===== config.mk =====
export PLATFORM = sky130hd
export DESIGN_NAME = nsfq_ctrl
export DESIGN_NICKNAME = d
export VERILOG_FILES = /design/src/hdl/nsfq_pkg.sv /design/src/hdl/nsfq_ctrl.sv
export SDC_FILE = /design/constraint.sdc
export NUM_CORES = 1
export LEC_CHECK = 0
export BUFFER_PORTS_ARGS = -buffer_cell sky130_fd_sc_hd__buf_4
export CAP_MARGIN = 25
export CORE_AREA = 8 8 45 47
export CTS_CLUSTER_DIAMETER = 120
export DETAILED_ROUTE_END_ITERATION = 10
export DIE_AREA = 0 0 53 55
export PLACE_DENSITY_LB_ADDON = 0.3
export SETUP_SLACK_MARGIN = 0.3
export SYNTH_ARGS = -nofsm -noshare
export SYNTH_HDL_FRONTEND = slang
export SYNTH_SLANG_ARGS = --single-unit

===== constraint.sdc =====
create_clock -name clk_i -period 1 [get_ports clk_i]
set_input_delay 0.1 -clock clk_i [delete_from_list [all_inputs] [get_ports clk_i]]
set_output_delay 0.1 -clock clk_i [all_outputs]
set_load 0.01 [all_outputs]

===== src/hdl/nsfq_pkg.sv =====
// Shared types, codes and helper functions for the NMEA sentence framer queue.
// Used by the controller, the datapath, the top level and the checker.
package nsfq_pkg;

  localparam int MaxSentenceDef = 128;
  localparam int SlotsDef       = 8;

  localparam logic [6:0] PopLimit = 7'd64;

  localparam logic [7:0] ChDollar  = 8'h24;
  localparam logic [7:0] ChNewline = 8'h0A;
  localparam logic [7:0] ChStar    = 8'h2A;
  localparam logic [7:0] ChComma   = 8'h2C;
  localparam logic [7:0] ChR       = 8'h52;
  localparam logic [7:0] ChM       = 8'h4D;
  localparam logic [7:0] ChC       = 8'h43;

  localparam int MinLineLen = 10;
  localparam int StarWindow = 7;
  localparam int FieldTime  = 1;
  localparam int FieldDate  = 9;
  localparam int FieldSat   = 10;
  localparam int DigitCount = 6;

  localparam logic [1:0] CmdFeed = 2'd0;
  localparam logic [1:0] CmdPop  = 2'd1;
  localparam logic [1:0] CmdTime = 2'd2;

  localparam logic [1:0] KindFeed   = 2'd0;
  localparam logic [1:0] KindByte   = 2'd1;
  localparam logic [1:0] KindNone   = 2'd2;
  localparam logic [1:0] KindTime   = 2'd3;

  localparam logic [2:0] EvNone     = 3'd0;
  localparam logic [2:0] EvAccepted = 3'd1;
  localparam logic [2:0] EvDropOld  = 3'd2;
  localparam logic [2:0] EvDropMid  = 3'd3;
  localparam logic [2:0] EvRejected = 3'd4;
  localparam logic [2:0] EvOverlong = 3'd5;

  typedef struct packed {
    logic accept;
    logic load_feed;
    logic load_none;
    logic pop_start;
    logic pop_rd;
    logic load_byte;
    logic load_time;
  } ctrl_cmd_t;

  typedef struct packed {
    logic out_free;
    logic pop_none;
    logic last_byte;
  } ctrl_sts_t;

  function automatic logic is_digit(input logic [7:0] c);
    return (c >= 8'h30) && (c <= 8'h39);
  endfunction

  function automatic logic hex_ok(input logic [7:0] c);
    return is_digit(c) || ((c >= 8'h41) && (c <= 8'h46)) || ((c >= 8'h61) && (c <= 8'h66));
  endfunction

  function automatic logic [3:0] hex_val(input logic [7:0] c);
    logic [3:0] r;
    if (is_digit(c)) begin
      r = c[3:0];
    end else begin
      r = c[3:0] + 4'd9;
    end
    return r;
  endfunction

  function automatic logic [6:0] pair10(input logic [3:0] a, input logic [3:0] b);
    return ({3'b000, a} * 7'd10) + {3'b000, b};
  endfunction

endpackage


===== src/hdl/nsfq_ctrl.sv =====
// Controller state machine of the NMEA sentence framer queue.
// Depends on nsfq_pkg for the command and status structs and the command codes.
module nsfq_ctrl (
  input  logic               clk_i,
  input  logic               rst_ni,
  input  logic               in_valid_i,
  input  logic [1:0]         cmd_i,
  output logic               in_ready_o,
  input  nsfq_pkg::ctrl_sts_t sts_i,
  output nsfq_pkg::ctrl_cmd_t cmd_o
);
  import nsfq_pkg::*;

  localparam logic [2:0] SIdle   = 3'd0;
  localparam logic [2:0] SFeed   = 3'd1;
  localparam logic [2:0] SPopSet = 3'd2;
  localparam logic [2:0] SPopRd  = 3'd3;
  localparam logic [2:0] SPopOut = 3'd4;
  localparam logic [2:0] STime   = 3'd5;

  logic [2:0] state_q, state_d;

  always_comb begin
    state_d    = state_q;
    cmd_o      = '0;
    in_ready_o = 1'b0;
    case (state_q)
      SIdle: begin
        in_ready_o   = 1'b1;
        cmd_o.accept = in_valid_i;
        if (in_valid_i) begin
          case (cmd_i)
            CmdPop:  state_d = SPopSet;
            CmdTime: state_d = STime;
            default: state_d = SFeed;
          endcase
        end
      end
      SFeed: begin
        if (sts_i.out_free) begin
          cmd_o.load_feed = 1'b1;
          state_d         = SIdle;
        end
      end
      SPopSet: begin
        if (sts_i.pop_none) begin
          if (sts_i.out_free) begin
            cmd_o.load_none = 1'b1;
            state_d         = SIdle;
          end
        end else begin
          cmd_o.pop_start = 1'b1;
          state_d         = SPopRd;
        end
      end
      SPopRd: begin
        cmd_o.pop_rd = 1'b1;
        state_d      = SPopOut;
      end
      SPopOut: begin
        if (sts_i.out_free) begin
          cmd_o.load_byte = 1'b1;
          state_d         = sts_i.last_byte ? SIdle : SPopRd;
        end
      end
      STime: begin
        if (sts_i.out_free) begin
          cmd_o.load_time = 1'b1;
          state_d         = SIdle;
        end
      end
      default: state_d = SIdle;
    endcase
  end

  always_ff @(posedge clk_i or negedge rst_ni) begin
    if (!rst_ni) begin
      state_q <= SIdle;
    end else begin
      state_q <= state_d;
    end
  end

endmodule


==> results_dict.tcl, run 1 <==
set metrics [dict create \
    ys.flop_type "dfrtp_1" \
    yosys.area.top_type_share 0.252 \
    drt-pass1-iter-count 3 \
    cts_root_buf "clkbuf_4" \
    ys_ff_latch 3 \
    top_register "state_q" \
    routed_wl_um 1170 \
    worstMarginPinSlew_ns 0.252 \
    top_usage_layer "met2" \
    slew_violations 0 \
    synthArstFlopShare 1.00 \
    use_met3 0.0294 \
    p_int_mw 1.33 \
    syn-num-nets 44 \
    cp_slowest_cell "dfrtp_2" \
    met1_usage 0.0810 \
    yosys.area.top_type "dfrtp_1" \
    grt_pass1_wl_um 1950 \
    cts_made_buffers 3 \
    htreeDepth 1 \
    viasPerCell 4.78 \
    seq_area_frac_synth 0.252 \
    ys_top_cells_by_count "nor3_1, nand2_1, dfrtp_1, nor2_1" \
    yosysMostFrequentCell "nor3_1" \
    switching_share 0.385 \
    r2r_start "state_q[1]" \
    holdPathEnd "state_q[2]" \
    max_slew_margin 0.831 \
    fin_worst_skew_ns 0.00828 \
    wl_per_cell_um 13.3 \
    arrival_ns 1.19 \
    max_freq_ghz 0.778 \
    hpwl_um 835 \
    grt.overflow.total 0 \
    timing.rr.end "state_q[2]" \
    hold_class "primary input to flip-flop" \
    drtIter0Drc 1 \
    ys_top_cells_by_area "dfrtp_1, nor3_1, buf_6" \
    status "finished, violations left" \
    final_hold_viol_count 0 \
    synth_warnings 0 \
    clkLatencyLatePin_ns 0.24 \
    pwr_density_cell_mw_per_mm2 2960 \
    required_ns 0.90 \
    violations "negative setup slack" \
    clk_path_buf_depth 2 \
    grt_use_total 0.0904 \
    ant_nets 0 \
    synth_cell_types 20 \
    nets 81 \
    r2r_slack_ns -0.21 \
    seqPwrFrac 0.109 \
    endpoint_kind "primary output" \
    drc_errors 0 \
    synth-edff-count 0 \
    crit_chain "buf_12, nor3_4, and2_4, buf_6" \
    num_antenna_cells 0 \
    critPathMaxStageDelay_ns 0.41 \
    fin_crit_sh 1.29 \
    power_mw 2.16 \
    syn-cell-area_um2 298 \
    fin_ws_ns -0.286 \
    min_from "sts_i[2]" \
    rsz0062_at_grt "true" \
    die_area_mm2 0.00292 \
    die_x_um 53 \
    startpoint_type "flip-flop" \
    r2r_cells 5 \
    setup_viol 11 \
    syn_avg_cell_area_um2 8.27 \
    area_growth_pct 145 \
    crit_path_max_fanout 5 \
    clkPwrFrac 0.100 \
    start_util 0.215 \
    numPortBuffers 15 \
    die_h_um 55 \
    cts.clk_slew.worst_paths_ns 0.04 \
    cts_tree "done" \
    synthCells 36 \
    pwr-share-comb 0.791 \
    grt_antenna_before_repair 0 \
    fillerInstances 132 \
    largest_register_ffs 3 \
    period_needed_ns 1.29 \
    routabilityCongestion 0.798 \
    layout-drive-gt1-share 0.764 \
    tns_ns -2.61 \
    grt_max_degree 8 \
    core_area_mm2 0.00138 \
    cap_violations 0 \
    grt_pass1_vias 453 \
    vias 421 \
    leakagePower_nw 0.333 \
    top_regs "state_q x3" \
    grt_use_met2 0.166 \
    rows 14 \
    io_pins 16 \
    crit_type "flip-flop to primary output" \
    p_switching_mw 0.832 \
    vdd_ir_drop_max_mv 0.844 \
    hold_depth 2 \
    cts.sink_count 3 \
]
-- final cells by class --
type	count	area, µm²	share of cell area
multi-input cells	29	284	0.389
inverters	1	3.75	0.00515
repair buffers	35	319	0.437
flip-flops and latches	3	76.3	0.105
well taps	16	20.0	0.0274
clock buffers	4	26.3	0.0360
-- power by group through the flow --
stage	registers (mW)	clock network (mW)	logic (mW)
6_report	0.234	0.216	1.71
5_1_grt	0.239	0.231	1.84
4_1_cts	0.230	0.222	1.63
3_5_place_dp	0.242	0	1.17
3_3_place_gp	0.239	0	1.17
2_1_floorplan	0.215	0	0.756
-- placed cells by master (no fill, tap or decap), drive strengths merged, types with 2 or more instances in the layout --
cell    count
clkbuf      4
nand2       4
dfrtp       3
nand2b      3
nor3        6
nor2        4
o22ai       2
buf        34
a22oi       2
-- cell families (layout without fill, tap and decap cells) --
logic type / Yosys count / after routing / share of synthesized area
buffers and inverters: 4 / 40 / 0.113
flip-flops: 3 / 3 / 0.252
AO/OA/AOI/OAI: 8 / 8 / 0.210
multiplexers: 1 / 1 / 0.0336
AND/OR/NAND/NOR: 20 / 20 / 0.391
-- repair_timing --
action / 4_1_cts / 5_1_grt
setup endpoints to repair: 11 / 11
resized for setup: 18 / 4
gates cloned: 0 / 0
hold buffers: 1 / 0
hold endpoints to repair: 3 / 0
pin swaps: 9 / 3
buffers inserted: 9 / 1
-- metrics by stage --
step	hold slack (ns)	area, µm²	worst slack [ns]	util	cells
after floorplan	-0.196	353	-0.0399	-	36
after detailed placement	-0.104	532	-0.140	0.384	73
after CTS	0.148	702	-0.297	0.507	87
after global routing	0.163	729	-0.340	0.527	88
after global placement	-0.103	532	-0.174	0.384	73
final	0.149	729	-0.286	0.527	88
-- layer usage --
metal,part of all wire,up-vias,wire (µm)
met4,0.036,0,42
li1,-,203,-
met5,0,-,0
met3,0.11,4,123
met1,0.36,195,417
met2,0.50,19,587
-- how the worst max path moves through the flow --
stage	end	slack, ns	cells past startpoint	start
6_report	cmd_o[6]	-0.29	4	state_q[1]
5_1_grt	cmd_o[6]	-0.34	4	state_q[2]
4_1_cts	cmd_o[6]	-0.30	4	state_q[1]
3_5_place_dp	state_q[1]	-0.14	4	state_q[1]
3_3_place_gp	state_q[1]	-0.17	4	state_q[1]
2_1_floorplan	cmd_o[4]	-0.04	3	state_q[2]
-- critical path: cells and delay by family (launching register included) --
kind	cells	cell delay, ns
buffers and inverters	2	0.23
and+or+nand+nor	2	0.32
DFF	1	0.41
Note: power is estimated with default switching activity, not from simulation.
==> inputs of run 2 (changes only) <==
Settings changed: SETUP_SLACK_MARGIN 0.3 to 0.1.
Clock period 1 ns to 1.07 ns, I/O delays scaled along.
==> results_dict.tcl, run 2 (synthesized netlist as in run 1, its figures left out) <==
set metrics [dict create \
    drc_errors 0 \
    top_regs "state_q x3" \
    layout-drive-gt1-share 0.731 \
    grt.overflow.total 0 \
    setup_viol 11 \
    viasPerCell 4.61 \
    die_x_um 53 \
    tns_ns -1.95 \
    top_register "state_q" \
    hold_class "primary input to flip-flop" \
    whs_ns 0.140 \
    leakagePower_nw 0.300 \
    die_area_mm2 0.00292 \
    drtIter0Drc 1 \
    nets 76 \
    grt_pass1_vias 374 \
    vdd_ir_drop_max_mv 0.955 \
    r2r_cells 4 \
    period_needed_ns 1.31 \
    htreeDepth 1 \
    final_cell_mix "buf_4, buf_6, nand2_1, clkbuf_4" \
    dp_slack_ns -0.0813 \
    fin_ws_ns -0.241 \
    fin_crit_sh 1.22 \
    r2r_slack_ns -0.16 \
    num_antenna_cells 0 \
    wl_met2_um 660 \
    grt_use_total 0.0760 \
    worstMarginPinSlew_ns 0.253 \
    grt_antenna_before_repair 0 \
    grt_max_degree 9 \
    io_pins 16 \
    status "finished, violations left" \
    top_layer "met4" \
    largest_register_ffs 3 \
    start_util 0.215 \
    arrival_ns 1.20 \
    rsz0062_at_grt "true" \
    cp-startpoint "state_q[1]" \
    wl_per_cell_um 13.5 \
    die_h_um 55 \
    routed_wl_um 1120 \
    cts.sink_count 3 \
    max_slew_margin 0.831 \
    cts_tree "done" \
    grt_pass1_wl_um 1640 \
    r2r_start "state_q[2]" \
    crit_path_max_fanout 4 \
    startpoint_type "flip-flop" \
    routabilityCongestion 0.740 \
    fin_worst_skew_ns 0.00930 \
    rows 14 \
    cts.clk_slew.worst_paths_ns 0.04 \
    ant_nets 0 \
    timing.rr.end "state_q[1]" \
    final_hold_viol_count 0 \
    wl_met1_um 387 \
    layout_commonest_cell "buf_4" \
    violations "negative setup slack" \
    area_growth_pct 128 \
    hpwl_um 764 \
    slew_violations 0 \
    crit_type "flip-flop to primary output" \
    max_freq_ghz 0.763 \
    cap_violations 0 \
    crit_path_end "cmd_o[6]" \
    endpoint_kind "primary output" \
    cts_root_buf "clkbuf_4" \
    drt-pass1-iter-count 2 \
    required_ns 0.96 \
    clk_path_buf_depth 2 \
    wl_met3_um 54 \
    vias 383 \
    cts_made_buffers 3 \
    numPortBuffers 15 \
    core_area_mm2 0.00138 \
    utilization 0.491 \
    pwr_density_cell_mw_per_mm2 2690 \
    clkLatencyLatePin_ns 0.24 \
]
[run 2: critical path: stages, from the launching register on]
cell and delay [ns]:
dfrtp_2 0.41, buf_6 0.13, nor3_4 0.18, and2_4 0.16
buf_6 0.09
[run 2: metrics by stage]
stage / instances / total power [mW] / cell area (µm²)
final: 83 / 1.83 / 679
after global routing: 83 / 1.94 / 679
after CTS: 82 / 1.72 / 636
after detailed placement: 71 / 1.18 / 493
after global placement: 71 / 1.18 / 493
after floorplan: 36 / 0.880 / 342
[run 2: power by group]
part | switching [mW] | leakage, nW | internal, mW | total [mW]
Clock | 0.0710 | 0.0150 | 0.141 | 0.212
Sequential | 0.0490 | 0.0376 | 0.167 | 0.216
Combinational | 0.631 | 0.248 | 0.769 | 1.40
Total | 0.751 | 0.300 | 1.08 | 1.83
[run 2: worst min-delay path by stage]
stage	from	end	depth (start not counted)
after floorplan	rst_ni	state_q[0]	0
after global placement	rst_ni	state_q[1]	1
after detailed placement	rst_ni	state_q[1]	1
after CTS	sts_i[2]	state_q[2]	2
after global routing	sts_i[2]	state_q[2]	2
final	sts_i[2]	state_q[2]	2
[run 2: area by class of cell]
class                           count  area, µm²
Multi-Input combinational cell     29        280
Timing Repair Buffer               30        273
Fill cell                         139        704
Sequential cell                     3       76.3
Tap cell                           16       20.0
Clock buffer                        4       26.3
Inverter                            1       3.75
[run 2: metal layers]
layer | vias up | track usage
met3 | 2 | 0.00535
met4 | 0 | 0.0517
li1 | 191 | -
met5 | - | 0
met1 | 182 | 0.0700
met2 | 8 | 0.154
[run 2: repair_timing]
action	CTS	global route
hold buffers	1	0
setup buffers	6	1
hold endpoints to repair	3	0
gates resized for setup	16	8
endpoints found under the setup margin	11	11
pin swaps	8	4
cloned	0	0
==> inputs of run 3 (changes only) <==
Settings changed: BUFFER_PORTS_ARGS -buffer_cell sky130_fd_sc_hd__buf_4 to default, DONT_BUFFER_PORTS from default to 1.
==> results_dict.tcl, run 3 (synthesized netlist as in run 1, its figures left out) <==
set metrics [dict create \
    num_antenna_cells 0 \
    drc_errors 0 \
    die_x_um 53 \
    cap_violations 0 \
    multi_input_area_um2 270 \
    fin_crit_sh 1.17 \
    setup_viol 11 \
    cts.clk_slew.worst_paths_ns 0.04 \
    drtIter0Drc 5 \
    grt_use_met2 0.135 \
    leakagePower_nw 0.245 \
    r2r_start "state_q[1]" \
    max_freq_ghz 0.798 \
    viasPerCell 4.82 \
    endpoint_kind "primary output" \
    fin_worst_skew_ns 0.000818 \
    required_ns 0.96 \
    period_needed_ns 1.25 \
    slew_violations 0 \
    final_cell_area_um2 581 \
    hold_depth 2 \
    drt-pass1-iter-count 2 \
    vias 352 \
    clkLatencyLatePin_ns 0.24 \
    grt_pass1_vias 360 \
    post_dp_cell_area_um2 430 \
    holdPathEnd "state_q[1]" \
    fin_ws_ns -0.183 \
    pwr_density_cell_mw_per_mm2 2880 \
    layout_commonest_cell "buf_4" \
    final_cell_mix "buf_4, nand2_1, buf_6" \
    ant_nets 0 \
    met1_usage 0.0791 \
    cts_tree "done" \
    layout-drive-gt1-share 0.649 \
    htreeDepth 1 \
    top_usage_layer "met2" \
    cts_root_buf "clkbuf_4" \
    area_growth_pct 95.0 \
    r2r_slack_ns -0.12 \
    utilization 0.420 \
    routed_wl_um 1040 \
    max_slew_margin 0.804 \
    hold_class "primary input to flip-flop" \
    numPortBuffers 0 \
    routabilityCongestion 0.714 \
    arrival_ns 1.15 \
    startpoint_type "flip-flop" \
    status "finished, violations left" \
    final_hold_viol_count 0 \
    crit_type "flip-flop to primary output" \
    clk_path_buf_depth 2 \
    hpwl_um 763 \
    nets 66 \
    cts_made_buffers 3 \
    top_regs "state_q x3" \
    io_pins 16 \
    grt_use_total 0.0727 \
    violations "negative setup slack" \
    seqCellArea_um2 77.6 \
    die_area_mm2 0.00292 \
    grt_pass1_wl_um 1600 \
    rows 14 \
    vdd_ir_drop_max_mv 0.715 \
    grt_max_degree 8 \
    wl_per_cell_um 14.3 \
    grt_antenna_before_repair 0 \
    fillerInstances 148 \
    largest_register_ffs 3 \
    min_from "in_valid_i" \
    core_area_mm2 0.00138 \
    worstMarginPinSlew_ns 0.293 \
    rsz0062_at_grt "true" \
    crit_path_max_fanout 5 \
    die_h_um 55 \
    cts.sink_count 3 \
    r2r_cells 4 \
    timing.rr.end "state_q[1]" \
    start_util 0.215 \
    top_register "state_q" \
    use_met3 0.0321 \
    grt.overflow.total 0 \
    cp-startpoint "state_q[1]" \
]
==> run 3: area by class of cell <==
type | count | share of cell area
multi-input cells | 29 | 0.466
inverters | 1 | 0.00647
well taps | 16 | 0.0345
clock buffers | 4 | 0.0453
flip-flops and latches | 3 | 0.134
repair buffers | 20 | 0.315
==> run 3: worst max path at each step <==
stage / endpoint / slack [ns] / depth (start not counted)
after floorplan: state_q[1] / 0.03 / 5
after global placement: state_q[2] / -0.1 / 4
after detailed placement: state_q[2] / -0.09 / 4
after CTS: cmd_o[6] / -0.19 / 3
after global routing: cmd_o[6] / -0.23 / 3
final: cmd_o[6] / -0.18 / 3
==> run 3: worst max-delay path: stages, from the launching register on <==
cell,delay (ns)
dfrtp_2,0.41
buf_6,0.14
nor3_4,0.18
and2_4,0.17
==> run 3: power by group <==
group | total (mW) | switching (mW) | internal, mW
registers | 0.231 | 0.0604 | 0.170
clock network | 0.205 | 0.0646 | 0.140
logic | 1.24 | 0.565 | 0.671
total | 1.67 | 0.690 | 0.981
==> run 3: layer usage <==
metal  vias to the layer above  wire (µm)
li1                        174          -
met1                       168        378
met2                        10        594
met3                         0         69
met4                         0          0
met5                         -          0
==> run 3: timing repair <==
item,4_1_cts,5_1_grt
setup endpoints to repair,11,11
pin swaps,3,4
gates resized for setup,10,4
endpoints found under the hold margin,4,0
setup buffers,6,0
hold buffers,2,0
==> run 3: stage by stage <==
step | worst slack (ns) | power [mW] | std cells | hold WS, ns | TNS [ns]
2_1_floorplan | 0.0286 | 0.880 | 36 | -0.189 | 0
3_3_place_gp | -0.0958 | 1.16 | 61 | -0.188 | -0.265
3_5_place_dp | -0.0874 | 1.16 | 61 | -0.188 | -0.395
4_1_cts | -0.186 | 1.62 | 73 | 0.0410 | -1.54
5_1_grt | -0.226 | 1.79 | 73 | 0.0585 | -2.05
6_report | -0.183 | 1.67 | 73 | 0.0550 | -1.38
